--- config.mk ---
export PLATFORM = sky130hd
export DESIGN_NAME = tocw_queue
export DESIGN_NICKNAME = d
export VERILOG_FILES = /design/src/hw/rtl/tocw_pkg.sv /design/src/hw/rtl/tocw_queue.sv
export SDC_FILE = /design/constraint.sdc
export NUM_CORES = 1
export LEC_CHECK = 0
export ABC_CLOCK_PERIOD_IN_PS = 2300
export BUFFER_PORTS_ARGS = -buffer_cell sky130_fd_sc_hd__buf_4
export CAP_MARGIN = 10
export CORE_MARGIN = 2
export CORE_UTILIZATION = 51
export DETAILED_ROUTE_END_ITERATION = 10
export PLACE_DENSITY = 0.74
export SYNTH_ARGS = -nofsm -noshare
export SYNTH_HDL_FRONTEND = slang
export SYNTH_SLANG_ARGS = --single-unit
--- constraint.sdc ---
create_clock -name clock -period 2.3 [get_ports clock]
set_clock_uncertainty 0.2 [all_clocks]
set_input_delay 0.23 -clock clock [delete_from_list [all_inputs] [get_ports clock]]
set_output_delay 0.23 -clock clock [all_outputs]
set_load 0.02 [all_outputs]
--- src/hw/rtl/tocw_pkg.sv ---
// Shared types, codes and the 5x7 font table for the OLED text column writer.
// No dependencies; every other file of the block imports this package.
`timescale 1ns / 1ps

package tocw_pkg;

   localparam int GLYPH_WIDTH = 5;

   // Input commands
   localparam logic CMD_PRINT      = 1'b0;
   localparam logic CMD_SET_CURSOR = 1'b1;

   // Display controller command bytes and character codes
   localparam logic [7:0] OP_COLUMN_ADDR   = 8'h21;
   localparam logic [7:0] OP_PAGE_ADDR     = 8'h22;
   localparam logic [7:0] CODE_SPACE       = 8'h20;
   localparam logic [7:0] CODE_NEWLINE     = 8'h0A;
   localparam logic [7:0] CODE_LAST_PRINT  = 8'h7E;
   localparam logic [7:0] SPACER_BYTE      = 8'h00;

   // Byte positions within one job: window command, glyph columns, spacer
   localparam logic [3:0] STEP_OP_COLUMN   = 4'd0;
   localparam logic [3:0] STEP_COLUMN      = 4'd1;
   localparam logic [3:0] STEP_COLUMN_END  = 4'd2;
   localparam logic [3:0] STEP_OP_PAGE     = 4'd3;
   localparam logic [3:0] STEP_PAGE        = 4'd4;
   localparam logic [3:0] STEP_PAGE_END    = 4'd5;
   localparam logic [3:0] STEP_GLYPH_FIRST = 4'd6;
   localparam logic [3:0] STEP_GLYPH_LAST  = 4'd10;
   localparam logic [3:0] STEP_SPACER      = 4'd11;

   typedef struct packed {
      logic       window;   // send the column/page window command first
      logic [7:0] column;   // window start column
      logic [2:0] page;     // window start page
      logic       glyph;    // send glyph columns and spacer
      logic [6:0] index;    // font table row
   } job_type;

   typedef struct packed {
      logic empty;
      logic full;
   } queue_status_type;

   // Five font columns of one glyph, first column in the top byte
   function automatic logic [39:0] glyph_columns(input logic [6:0] index);
      logic [39:0] word;
      case (index)
         7'd0:  word = 40'h0000000000;
         7'd1:  word = 40'h00002f0000;
         7'd2:  word = 40'h0007000700;
         7'd3:  word = 40'h147f147f14;
         7'd4:  word = 40'h242a7f2a12;
         7'd5:  word = 40'h2313086462;
         7'd6:  word = 40'h3649552250;
         7'd7:  word = 40'h0005030000;
         7'd8:  word = 40'h001c224100;
         7'd9:  word = 40'h0041221c00;
         7'd10: word = 40'h14083e0814;
         7'd11: word = 40'h08083e0808;
         7'd12: word = 40'h0000a06000;
         7'd13: word = 40'h0808080808;
         7'd14: word = 40'h0060600000;
         7'd15: word = 40'h2010080402;
         7'd16: word = 40'h3e5149453e;
         7'd17: word = 40'h00427f4000;
         7'd18: word = 40'h4261514946;
         7'd19: word = 40'h2141454b31;
         7'd20: word = 40'h1814127f10;
         7'd21: word = 40'h2745454539;
         7'd22: word = 40'h3c4a494930;
         7'd23: word = 40'h0171090503;
         7'd24: word = 40'h3649494936;
         7'd25: word = 40'h064949291e;
         7'd26: word = 40'h0036360000;
         7'd27: word = 40'h0056360000;
         7'd28: word = 40'h0814224100;
         7'd29: word = 40'h1414141414;
         7'd30: word = 40'h0041221408;
         7'd31: word = 40'h0201510906;
         7'd32: word = 40'h324959513e;
         7'd33: word = 40'h7c1211127c;
         7'd34: word = 40'h7f49494936;
         7'd35: word = 40'h3e41414122;
         7'd36: word = 40'h7f4141221c;
         7'd37: word = 40'h7f49494941;
         7'd38: word = 40'h7f09090901;
         7'd39: word = 40'h3e4149497a;
         7'd40: word = 40'h7f0808087f;
         7'd41: word = 40'h00417f4100;
         7'd42: word = 40'h2040413f01;
         7'd43: word = 40'h7f08142241;
         7'd44: word = 40'h7f40404040;
         7'd45: word = 40'h7f020c027f;
         7'd46: word = 40'h7f0408107f;
         7'd47: word = 40'h3e4141413e;
         7'd48: word = 40'h7f09090906;
         7'd49: word = 40'h3e4151215e;
         7'd50: word = 40'h7f09192946;
         7'd51: word = 40'h4649494931;
         7'd52: word = 40'h01017f0101;
         7'd53: word = 40'h3f4040403f;
         7'd54: word = 40'h1f2040201f;
         7'd55: word = 40'h3f4038403f;
         7'd56: word = 40'h6314081463;
         7'd57: word = 40'h0708700807;
         7'd58: word = 40'h6151494543;
         7'd59: word = 40'h007f414100;
         7'd60: word = 40'h55aa55aa55;
         7'd61: word = 40'h0041417f00;
         7'd62: word = 40'h0402010204;
         7'd63: word = 40'h4040404040;
         7'd64: word = 40'h0003050000;
         7'd65: word = 40'h2054545478;
         7'd66: word = 40'h7f48444438;
         7'd67: word = 40'h3844444420;
         7'd68: word = 40'h384444487f;
         7'd69: word = 40'h3854545418;
         7'd70: word = 40'h087e090102;
         7'd71: word = 40'h18a4a4a47c;
         7'd72: word = 40'h7f08040478;
         7'd73: word = 40'h00447d4000;
         7'd74: word = 40'h4080847d00;
         7'd75: word = 40'h7f10284400;
         7'd76: word = 40'h00417f4000;
         7'd77: word = 40'h7c04180478;
         7'd78: word = 40'h7c08040478;
         7'd79: word = 40'h3844444438;
         7'd80: word = 40'hfc24242418;
         7'd81: word = 40'h18242418fc;
         7'd82: word = 40'h7c08040408;
         7'd83: word = 40'h4854545420;
         7'd84: word = 40'h043f444020;
         7'd85: word = 40'h3c4040207c;
         7'd86: word = 40'h1c2040201c;
         7'd87: word = 40'h3c4030403c;
         7'd88: word = 40'h4428102844;
         7'd89: word = 40'h1ca0a0a07c;
         7'd90: word = 40'h4464544c44;
         7'd91: word = 40'h00107c8200;
         7'd92: word = 40'h0000ff0000;
         7'd93: word = 40'h00827c1000;
         7'd94: word = 40'h0006090906;
         default: word = 40'h0000000000;
      endcase
      return word;
   endfunction

endpackage

--- src/hw/rtl/tocw_queue.sv ---
// Four-entry job queue between the front end and the byte sequencer.
// Uses tocw_pkg for the job and status types.
`timescale 1ns / 1ps

module tocw_queue (
   input  logic                       clock,
   input  logic                       reset,
   input  logic                       push,
   input  tocw_pkg::job_type          push_job,
   input  logic                       pop,
   output tocw_pkg::job_type          head_job,
   output tocw_pkg::queue_status_type status
);
   import tocw_pkg::*;

   localparam int DEPTH = 4;

   job_type    entries_ff [DEPTH];
   logic [1:0] wr_ptr_ff, wr_ptr_in;
   logic [1:0] rd_ptr_ff, rd_ptr_in;
   logic [2:0] count_ff, count_in;
   logic       do_push;
   logic       do_pop;

   assign status.empty = (count_ff == 3'd0);
   assign status.full  = (count_ff == 3'(DEPTH));
   assign do_push      = push && !status.full;
   assign do_pop       = pop && !status.empty;
   assign head_job     = entries_ff[rd_ptr_ff];

   always_comb begin
      wr_ptr_in = do_push ? wr_ptr_ff + 2'd1 : wr_ptr_ff;
      rd_ptr_in = do_pop  ? rd_ptr_ff + 2'd1 : rd_ptr_ff;
      count_in  = count_ff + 3'(do_push) - 3'(do_pop);
   end

   always_ff @(posedge clock) begin
      if (do_push) begin
         entries_ff[wr_ptr_ff] <= push_job;
      end
   end

   always_ff @(posedge clock) begin
      if (reset) begin
         wr_ptr_ff <= '0;
         rd_ptr_ff <= '0;
         count_ff  <= '0;
      end else begin
         wr_ptr_ff <= wr_ptr_in;
         rd_ptr_ff <= rd_ptr_in;
         count_ff  <= count_in;
      end
   end

endmodule

==> results.md <==
- Outcome: completed
- P per Cell Area: 996 nW/um^2
- Switching share of power: 0.288
- Reg-to-reg endpoint: count_ff[2]
- Gpl congestion: 0.698
- Final core utilization: 0.669
- Dpl cell area: a little under 4000 um^2
- Total vias in the final route: 1680
- #FFs+latches synth: ~90
- R2R cell count: 9
- Total grt overflow: 0
- Netlist Area Pre-Place: 3360 um^2
- Commonest non-fill, non-tap cells in the layout: edfxtp_1 (80), buf_4 (52), dlygate4sd3_1 (21)
- Critical path class: flop to flop
- Final WL: 5490 um
- Rel. slew slack: 0.790
- Hold/Removal Path Class: input port to flop
- Clk pwr share: 0.206
- Synth area leader: edfxtp_1
- Type of element launching the critical path: flop
- Comb pwr share: 0.311
- Final Instance Area: 4250 um^2
- Share of the synthesized area in the top cell type: 0.715
- Clock buffer count from CTS: 9
- Drt drc: 0
- Post-synth top flop: edfxtp_1
- Detail Placement HPWL: ~3500 um
- WP data required: 2.34 ns
- Io pins: 46
- Crit Reg-Reg Startpoint: count_ff[2]
- PnR worst setup slack: 0.118 ns
- Switch Pwr: roughly 1200 uW
- Crit Path Max Fanout: 4
- Final count of hold timing violations: 0
- Seq pwr share: 0.483
- # fillers: between 400 and 500
- Worst setup EP type: flop
- Root buf cell: clkbuf_8
- Initial antenna violation count: 0
- Placement-stage worst setup slack: -0.0817 ns
- Die Wd: 85.2 um
- Fmax: 458 MHz
- First-pass GRT wire length: slightly below 9000 um
- Pint: approximately 3000 uW
- Yosys Warn Count: 0
- Post-synth EDFFs: 80
- Vias in the first global route: 1822
- Final setup viols: 0
- H-tree level count: 3
- Synth cell types: 24
- Final net count: around 270
- Max-slew violations: 0
- WL/cell: 17.3 um
- Setup tns final: 0 ns
- Num rows: 29
- Share of layout cells above drive strength 1: 0.404
- Ys async rst share: 0
- GRT Total Usage: 0.165
- Die H: 85.2 um
- Antenna cells: 0
- Min Tclk post-route: 2.18 ns
- Worst-Skew Late Latency: between 0.3 and 0.4 ns
- Arr. time, crit path: ~2.2 ns
- Initial DRC count: 76
- Avg Cell Area, Syn: 21.7 um^2
- Die outline area: 7250 um^2
- Sequential share of the synthesized area: 0.768
- Multi-input logic area: about 750 um^2
- Setup crit end: count_ff[2]
- Sequential Area: roughly 2600 um^2
- DR vias/cell: ~5.3
- Largest cells by area after synthesis: edfxtp_1 (71%), mux4_2 (13%), dfxtp_1 (5.4%)
- Most common cell after layout, fill and taps aside: edfxtp_1
- Cells after Synth: around 160
- CTS tree: yes
- Clk slew on worst S/H paths: around 0.080 ns
- Syn nets: between 150 and 200
- CP startpoint: count_ff[2]
- First drt pass iteration count: 4
- FF-to-FF setup slack: 0.12 ns
- Final ANT Viol Nets: 0
- VDD IR max: 0.668 mV
- Initial Util: 0.529
- Max Cap Viol: 0
- Core area: ~6300 um^2
- Num Clock Sinks: just under 90
- P_leak: 0.00149 uW
- RSZ-0062 raised after global routing: false
- Tcrit/Tclk final: 0.949
- Largest net degree at the start of global routing: 21
- PortBufs: 45
- Hold_sp: push
- Clk buf depth: 2
- Worst-margin pin slew: about 0.32 ns
- Layout area overhead: 26.4%
-- through the flow --
| stage | cells | hold slack (ns) | power (uW) |
|---|---|---|---|
| 3_5_place_dp | 280 | 0.234 | 3360 |
| 5_1_grt | 317 | 0.0933 | 4450 |
| 6_report | 317 | 0.0910 | 4230 |
| 3_3_place_gp | 280 | 0.229 | 3300 |
| 2_1_floorplan | 155 | 0.129 | 2870 |
| 4_1_cts | 317 | 0.0648 | 4280 |
-- kinds of logic after synthesis --
group | count (synthesis) | share of synthesized area
xor gates and xnor gates | 3 | 0.00782
muxes | 21 | 0.137
AOI/OAI and AO/OA | 5 | 0.00968
and+or+nand+nor | 17 | 0.0316
DFF | 89 | 0.768
buffers and inverters | 13 | 0.0171
adders and majority gates | 7 | 0.0283
-- critical path, stage by stage (launching register included) --
cell	delay (ns)
dfxtp_4	0.38
o31ai_4	0.26
inv_1	0.07
ha_1	0.27
inv_1	0.04
ha_2	0.17
fa_2	0.36
xnor2_2	0.16
xnor2_1	0.13
nor2_1	0.05
-- worst min path at each step --
stage,end,cells after the start
floorplan,entries_ff[0][0],0
global placement,entries_ff[0][16],1
detailed placement,entries_ff[2][15],1
CTS,rd_ptr_ff[1],4
global route,flop,4
finish,wr_ptr_ff[0],4
-- sequential cells by signal, indices dropped and copies added (netlist names), named ones only --
name / cells
wr_ptr_ff: 2
rd_ptr_ff: 2
entries_ff: 80
count_ff: 3
-- synthesized netlist by cell type, types with 2 or more instances --
| master | count |
|---|---|
| edfxtp_1 | 80 |
| mux4_2 | 20 |
| dfxtp_1 | 9 |
| inv_1 | 8 |
| ha_1 | 6 |
| and2_1 | 4 |
| nor2_1 | 3 |
| a21oi_1 | 2 |
| buf_4 | 2 |
| clkbuf_1 | 2 |
| nand2b_1 | 2 |
| nor2b_1 | 2 |
| o21ai_0 | 2 |
| or3_1 | 2 |
| xnor2_1 | 2 |
-- what timing repair did --
action | 4_1_cts | 5_1_grt
hold endpoints to repair | 88 | 0
hold buffers | 21 | 0
pin swaps | 1 | 0
gates resized for setup | 5 | 3
buffers inserted | 0 | 0
endpoints found under the setup margin | 1 | 1
-- routing by layer --
metal	global-route usage	wire (um)
met5	0	0
met4	0.0779	102
met3	0.0467	216
met2	0.294	2970
met1	0.183	2200
-- area by class of cell --
class,count,share of cell area
Timing Repair Buffer,74,0.146
Clock buffer,10,0.0301
Multi-Input combinational cell,53,0.176
Clock inverter,6,0.00825
Tap cell,77,0.0227
Sequential cell,89,0.610
Inverter,8,0.00707
-- power by group through the flow --
stage / Sequential (uW) / Combinational (uW) / Clock, uW
CTS: 2040 / 1340 / 903
global placement: 2050 / 1250 / 0
finish: 2040 / 1320 / 869
global route: 2060 / 1420 / 968
detailed placement: 2070 / 1290 / 0
floorplan: 2040 / 827 / 0
Note: power is estimated with default switching activity, not from simulation.
