## config.mk

```make
export PLATFORM = sky130hd
export DESIGN_NAME = tocw_front
export DESIGN_NICKNAME = d
export VERILOG_FILES = /design/src/hw/rtl/tocw_pkg.sv /design/src/hw/rtl/tocw_front.sv
export SDC_FILE = /design/constraint.sdc
export NUM_CORES = 1
export LEC_CHECK = 0
export BUFFER_PORTS_ARGS = -buffer_cell sky130_fd_sc_hd__buf_2
export CAP_MARGIN = 20
export CELL_PAD_IN_SITES_DETAIL_PLACEMENT = 1
export CELL_PAD_IN_SITES_GLOBAL_PLACEMENT = 1
export CORE_UTILIZATION = 30
export CTS_CLUSTER_DIAMETER = 150
export DETAILED_ROUTE_END_ITERATION = 8
export GPL_TIMING_DRIVEN = 0
export PLACE_DENSITY = 0.79
export SYNTH_ARGS = -nofsm -noshare
export SYNTH_HDL_FRONTEND = slang
export SYNTH_SLANG_ARGS = --single-unit
```

## constraint.sdc

```tcl
create_clock -name clock -period 2 [get_ports clock]
set_input_delay 0.1 -clock clock [delete_from_list [all_inputs] [get_ports clock]]
set_output_delay 0.1 -clock clock [all_outputs]
set_load 0.05 [all_outputs]
```

## src/hw/rtl/tocw_pkg.sv

```systemverilog
// Shared types, codes and the 5x7 font table for the OLED text column writer.
// No dependencies; every other file of the block imports this package.
`timescale 1ns / 1ps

package tocw_pkg;

   localparam int GLYPH_WIDTH = 5;

   // Input commands
   localparam logic CMD_PRINT      = 1'b0;
   localparam logic CMD_SET_CURSOR = 1'b1;

   // Display controller command bytes and character codes
   localparam logic [7:0] OP_COLUMN_ADDR   = 8'h21;
   localparam logic [7:0] OP_PAGE_ADDR     = 8'h22;
   localparam logic [7:0] CODE_SPACE       = 8'h20;
   localparam logic [7:0] CODE_NEWLINE     = 8'h0A;
   localparam logic [7:0] CODE_LAST_PRINT  = 8'h7E;
   localparam logic [7:0] SPACER_BYTE      = 8'h00;

   // Byte positions within one job: window command, glyph columns, spacer
   localparam logic [3:0] STEP_OP_COLUMN   = 4'd0;
   localparam logic [3:0] STEP_COLUMN      = 4'd1;
   localparam logic [3:0] STEP_COLUMN_END  = 4'd2;
   localparam logic [3:0] STEP_OP_PAGE     = 4'd3;
   localparam logic [3:0] STEP_PAGE        = 4'd4;
   localparam logic [3:0] STEP_PAGE_END    = 4'd5;
   localparam logic [3:0] STEP_GLYPH_FIRST = 4'd6;
   localparam logic [3:0] STEP_GLYPH_LAST  = 4'd10;
   localparam logic [3:0] STEP_SPACER      = 4'd11;

   typedef struct packed {
      logic       window;   // send the column/page window command first
      logic [7:0] column;   // window start column
      logic [2:0] page;     // window start page
      logic       glyph;    // send glyph columns and spacer
      logic [6:0] index;    // font table row
   } job_type;

   typedef struct packed {
      logic empty;
      logic full;
   } queue_status_type;

   // Five font columns of one glyph, first column in the top byte
   function automatic logic [39:0] glyph_columns(input logic [6:0] index);
      logic [39:0] word;
      case (index)
         7'd0:  word = 40'h0000000000;
         7'd1:  word = 40'h00002f0000;
         7'd2:  word = 40'h0007000700;
         7'd3:  word = 40'h147f147f14;
         7'd4:  word = 40'h242a7f2a12;
         7'd5:  word = 40'h2313086462;
         7'd6:  word = 40'h3649552250;
         7'd7:  word = 40'h0005030000;
         7'd8:  word = 40'h001c224100;
         7'd9:  word = 40'h0041221c00;
         7'd10: word = 40'h14083e0814;
         7'd11: word = 40'h08083e0808;
         7'd12: word = 40'h0000a06000;
         7'd13: word = 40'h0808080808;
         7'd14: word = 40'h0060600000;
         7'd15: word = 40'h2010080402;
         7'd16: word = 40'h3e5149453e;
         7'd17: word = 40'h00427f4000;
         7'd18: word = 40'h4261514946;
         7'd19: word = 40'h2141454b31;
         7'd20: word = 40'h1814127f10;
         7'd21: word = 40'h2745454539;
         7'd22: word = 40'h3c4a494930;
         7'd23: word = 40'h0171090503;
         7'd24: word = 40'h3649494936;
         7'd25: word = 40'h064949291e;
         7'd26: word = 40'h0036360000;
         7'd27: word = 40'h0056360000;
         7'd28: word = 40'h0814224100;
         7'd29: word = 40'h1414141414;
         7'd30: word = 40'h0041221408;
         7'd31: word = 40'h0201510906;
         7'd32: word = 40'h324959513e;
         7'd33: word = 40'h7c1211127c;
         7'd34: word = 40'h7f49494936;
         7'd35: word = 40'h3e41414122;
         7'd36: word = 40'h7f4141221c;
         7'd37: word = 40'h7f49494941;
         7'd38: word = 40'h7f09090901;
         7'd39: word = 40'h3e4149497a;
         7'd40: word = 40'h7f0808087f;
         7'd41: word = 40'h00417f4100;
         7'd42: word = 40'h2040413f01;
         7'd43: word = 40'h7f08142241;
         7'd44: word = 40'h7f40404040;
         7'd45: word = 40'h7f020c027f;
         7'd46: word = 40'h7f0408107f;
         7'd47: word = 40'h3e4141413e;
         7'd48: word = 40'h7f09090906;
         7'd49: word = 40'h3e4151215e;
         7'd50: word = 40'h7f09192946;
         7'd51: word = 40'h4649494931;
         7'd52: word = 40'h01017f0101;
         7'd53: word = 40'h3f4040403f;
         7'd54: word = 40'h1f2040201f;
         7'd55: word = 40'h3f4038403f;
         7'd56: word = 40'h6314081463;
         7'd57: word = 40'h0708700807;
         7'd58: word = 40'h6151494543;
         7'd59: word = 40'h007f414100;
         7'd60: word = 40'h55aa55aa55;
         7'd61: word = 40'h0041417f00;
         7'd62: word = 40'h0402010204;
         7'd63: word = 40'h4040404040;
         7'd64: word = 40'h0003050000;
         7'd65: word = 40'h2054545478;
         7'd66: word = 40'h7f48444438;
         7'd67: word = 40'h3844444420;
         7'd68: word = 40'h384444487f;
         7'd69: word = 40'h3854545418;
         7'd70: word = 40'h087e090102;
         7'd71: word = 40'h18a4a4a47c;
         7'd72: word = 40'h7f08040478;
         7'd73: word = 40'h00447d4000;
         7'd74: word = 40'h4080847d00;
         7'd75: word = 40'h7f10284400;
         7'd76: word = 40'h00417f4000;
         7'd77: word = 40'h7c04180478;
         7'd78: word = 40'h7c08040478;
         7'd79: word = 40'h3844444438;
         7'd80: word = 40'hfc24242418;
         7'd81: word = 40'h18242418fc;
         7'd82: word = 40'h7c08040408;
         7'd83: word = 40'h4854545420;
         7'd84: word = 40'h043f444020;
         7'd85: word = 40'h3c4040207c;
         7'd86: word = 40'h1c2040201c;
         7'd87: word = 40'h3c4030403c;
         7'd88: word = 40'h4428102844;
         7'd89: word = 40'h1ca0a0a07c;
         7'd90: word = 40'h4464544c44;
         7'd91: word = 40'h00107c8200;
         7'd92: word = 40'h0000ff0000;
         7'd93: word = 40'h00827c1000;
         7'd94: word = 40'h0006090906;
         default: word = 40'h0000000000;
      endcase
      return word;
   endfunction

endpackage

```

## src/hw/rtl/tocw_front.sv

```systemverilog
// Front end: accepts print and set-cursor items, keeps the cursor and turns
// each item into a job for the byte sequencer. Uses tocw_pkg.
`timescale 1ns / 1ps

module tocw_front #(
   parameter int COLUMNS   = 128,
   parameter int LAST_PAGE = 7
) (
   input  logic                clock,
   input  logic                reset,
   input  logic                req_push,
   input  logic                req_cmd,
   input  logic [7:0]          req_char_code,
   input  logic [7:0]          req_page_number,
   input  logic [7:0]          req_column_number,
   input  tocw_pkg::queue_status_type queue_status,
   output logic                job_push,
   output tocw_pkg::job_type   job
);
   import tocw_pkg::*;

   logic [2:0] page_ff, page_in;
   logic [7:0] column_ff, column_in;
   logic       accept;
   logic       newline;
   logic       wrap;
   logic       printable;
   logic       cursor_ok;
   logic [2:0] next_page;

   assign accept    = req_push && !queue_status.full;
   assign newline   = (req_char_code == CODE_NEWLINE);
   assign wrap      = newline ||
                      (({1'b0, column_ff} + 9'(GLYPH_WIDTH)) >= 9'(COLUMNS));
   assign printable = req_char_code inside {[CODE_SPACE:CODE_LAST_PRINT]};
   assign cursor_ok = (req_page_number <= 8'(LAST_PAGE)) &&
                      ({1'b0, req_column_number} < 9'(COLUMNS));
   assign next_page = (page_ff >= 3'(LAST_PAGE)) ? 3'd0 : page_ff + 3'd1;

   always_comb begin
      page_in   = page_ff;
      column_in = column_ff;
      job       = '0;
      job_push  = 1'b0;
      if (req_cmd == CMD_SET_CURSOR) begin
         job.window = 1'b1;
         job.column = req_column_number;
         job.page   = req_page_number[2:0];
         if (accept && cursor_ok) begin
            job_push  = 1'b1;
            page_in   = req_page_number[2:0];
            column_in = req_column_number;
         end
      end else begin
         job.window = wrap;
         job.column = 8'd0;
         job.page   = next_page;
         job.glyph  = !newline;
         job.index  = printable ? 7'(req_char_code - CODE_SPACE) : 7'd0;
         if (accept) begin
            job_push = 1'b1;
            if (wrap) begin
               page_in = next_page;
            end
            // glyph plus spacer advances the column; a newline sets it to zero
            if (newline) begin
               column_in = 8'd0;
            end else begin
               column_in = (wrap ? 8'd0 : column_ff) + 8'(GLYPH_WIDTH + 1);
            end
         end
      end
   end

   always_ff @(posedge clock) begin
      if (reset) begin
         page_ff   <= '0;
         column_ff <= '0;
      end else begin
         page_ff   <= page_in;
         column_ff <= column_in;
      end
   end

endmodule

```

==> impl_metrics.env <==
export IMPL_status="finished, violations left"
export IMPL_violations="design-rule violations"
export IMPL_core_mm2=0.00288
export IMPL_drc_errors=2
export IMPL_worstPathMaxFanout=5
export IMPL_cts_root_buffer="clkbuf_4"
export IMPL_mostFrequentLayoutCell="buf_2"
export IMPL_p_per_area_mw_per_mm2=486
export IMPL_synth_enable_flop_cells=0
export IMPL_grt_pass1_vias=1183
export IMPL_ys_seq_elements=11
export IMPL_synth_top_area_share_pct=23.4
export IMPL_dr_pass1_iters=8
export IMPL_clk_path_buf_depth=2
export IMPL_worst_setup_path_end_kind="output port"
export IMPL_vias=1151
export IMPL_clock_skew_final_ns=0.00382
export IMPL_cp_data_required_time_ns=1.90
export IMPL_pin_count=51
export IMPL_final_nets=207
export IMPL_hold_class="in -> reg"
export IMPL_final_cell_mix="48 x buf_2, 16 x nand2_1, 15 x and2_1, 11 x dfxtp_1"
export IMPL_fill_cells=357
export IMPL_die_h_um=58.0
export IMPL_yosys_area_top_type="dfxtp_1"
export IMPL_hpwl_um=2510
export IMPL_setup_viol=0
export IMPL_p_comb_share_pct=35.9
export IMPL_crit_arrival_ns=1.79
export IMPL_ys_types=46
export IMPL_drive_gt1_share_pct=39.0
export IMPL_yosysSeqAreaShare_pct=23.4
export IMPL_grt_total_usage_pct=20.3
export IMPL_clk_insertion_delay_late_ns=0.29
export IMPL_maxCapViolations=0
export IMPL_power_frac_clock_pct=26.7
export IMPL_routedWlPerCell_um=14.6
export IMPL_finalPower_uw=628
export IMPL_place_congestion=0.797
export IMPL_cp_start_kind="flop"
export IMPL_ys_flop_type="dfxtp_1"
export IMPL_die_w_um=58.0
export IMPL_cts_sinks=11
export IMPL_fmax_mhz=529
export IMPL_antenna_found_initial=1
export IMPL_grt_pass1_wl_um=5250
export IMPL_syn_cell_area_um2=942
export IMPL_worst_pin_slew_ns=0.597
export IMPL_dp_slack_ns=-0.0850
export IMPL_tritoncts="done"
export IMPL_syn_avg_cell_area_um2=7.98
export IMPL_peakVddDrop_uv=176
export IMPL_synthToLayoutAreaGrowth_pct=37.1
export IMPL_multi_input_area_um2=668
export IMPL_fin_tns_setup_ns=0
export IMPL_cts_max_level=1
export IMPL_rsz0062_at_grt="false"
export IMPL_die_area_mm2=0.00337
export IMPL_path_clk_slew_ns=0.08
export IMPL_final_hold_violation_count=0
export IMPL_grt_ovfl_total=0
export IMPL_leakage_nw=0.571
export IMPL_syn_num_nets=152
export IMPL_seqPwrFrac_pct=37.4
export IMPL_maxSlewViolCount=0
export IMPL_drt_iter0_markers=34
export IMPL_ys_async_sr_fraction_pct=0
export IMPL_regArea_um2=220
export IMPL_holdBufCountCts=0
export IMPL_period_share_pct=94.4
export IMPL_internal_power_uw=373
export IMPL_setup_ws_ns=0.111
export IMPL_p_sw_uw=255
export IMPL_path_class="reg -> out"
export IMPL_row_count=19
export IMPL_ant_nets=0
export IMPL_swShare_pct=40.7
export IMPL_wl_um=3130
export IMPL_timing_max_slew_rel_slack_pct=59.9
export IMPL_grt_start_max_net_pins=11
export IMPL_netlist_top_cells_area="dfxtp_1 23%, and2_1 10%, nand2_1 6.4%"
export IMPL_synth_cells=118
export IMPL_via_per_inst=5.35
export IMPL_ys_warn_count=0
export IMPL_initial_core_util_pct=32.8
export IMPL_cts_buffers=3
export IMPL_finalCriticalPeriod_ns=1.89
export IMPL_io_buffers=48
==> metrics by stage <==
step                      std cells  hold slack (ns)  utilization (%)  instance area, um^2
final                           215           0.0664             44.9                 1290
after global routing            215           0.0748             44.9                 1290
after CTS                       212           0.0661             44.1                 1270
after detailed placement        208            0.373             42.9                 1230
after global placement          208            0.375             42.9                 1230
after floorplan                 118            0.166                -                  942
==> kinds of logic after synthesis <==
| kind of cell | count (synthesis) | synth area share (%) |
|---|---|---|
| compound gates | 33 | 28.3 |
| fa+ha+maj | 4 | 5.31 |
| buf+inv | 11 | 6.91 |
| flops | 11 | 23.4 |
| mux | 3 | 3.19 |
| simple gates | 56 | 32.9 |
==> final timing paths <==
kind	cells past startpoint	start	slack, ns	end
min	2	reset	0.07	column_ff[1]
min reg2reg	2	column_ff[0]	0.46	column_ff[0]
max reg2reg	7	column_ff[1]	0.19	column_ff[3]
max	4	column_ff[3]	0.11	job[19]
==> cells in the mapped netlist (2+ instances only) <==
| cell | number |
|---|---|
| inv_1 | 4 |
| nand2_1 | 16 |
| o21ai_0 | 2 |
| nor2_1 | 6 |
| mux2i_1 | 3 |
| a21oi_1 | 6 |
| and2_1 | 15 |
| a31oi_1 | 2 |
| o21ai_1 | 4 |
| clkbuf_1 | 3 |
| nand4_1 | 2 |
| o32ai_1 | 2 |
| ha_1 | 4 |
| a22o_1 | 2 |
| dfxtp_1 | 11 |
| nor3_1 | 6 |
==> power by group through the flow <==
stage,Combinational [mW],Clock [mW],Sequential [mW]
2_1_floorplan,0.156,0,0.237
3_3_place_gp,0.218,0,0.239
3_5_place_dp,0.226,0,0.240
4_1_cts,0.227,0.173,0.235
5_1_grt,0.241,0.183,0.237
6_report,0.225,0.167,0.235
==> sequential cells by signal, indices dropped and copies added, names as in the netlist <==
signal and cells:
page_ff 3, column_ff 8
==> worst max-delay path: stages (launching register included) <==
cell	delay, ns
dfxtp_1	0.44
nand2_1	0.19
or3_1	0.49
nand2_1	0.10
buf_2	0.27
==> layer usage <==
layer	GRT usage (%)	up-vias	share of wire, %
met5	0	-	0
li1	-	548	-
met2	37.8	36	53
met4	9.86	0	0.45
met1	21.2	565	40
met3	4.69	2	5.6
==> repair_timing <==
| action | in CTS | in global routing |
|---|---|---|
| endpoints found under the setup margin | 1 | 1 |
| pin swaps | 0 | 1 |
| cloned | 0 | 0 |
| setup buffers | 0 | 2 |
| gates resized for setup | 1 | 1 |
| endpoints found under the hold margin | 0 | 0 |
==> layout make-up <==
| cell class | instances | share of cell area (%) |
|---|---|---|
| repair buffers | 50 | 19.8 |
| multi-input cells | 96 | 51.7 |
| well taps | 42 | 4.07 |
| clock buffers | 3 | 1.74 |
| flip-flops and latches | 11 | 17.1 |
| clock inverters | 1 | 0.388 |
| diodes | 1 | 0.194 |
| inverters | 6 | 2.71 |
| plain buffers | 5 | 2.33 |
Power figures use the tool's default switching activity.
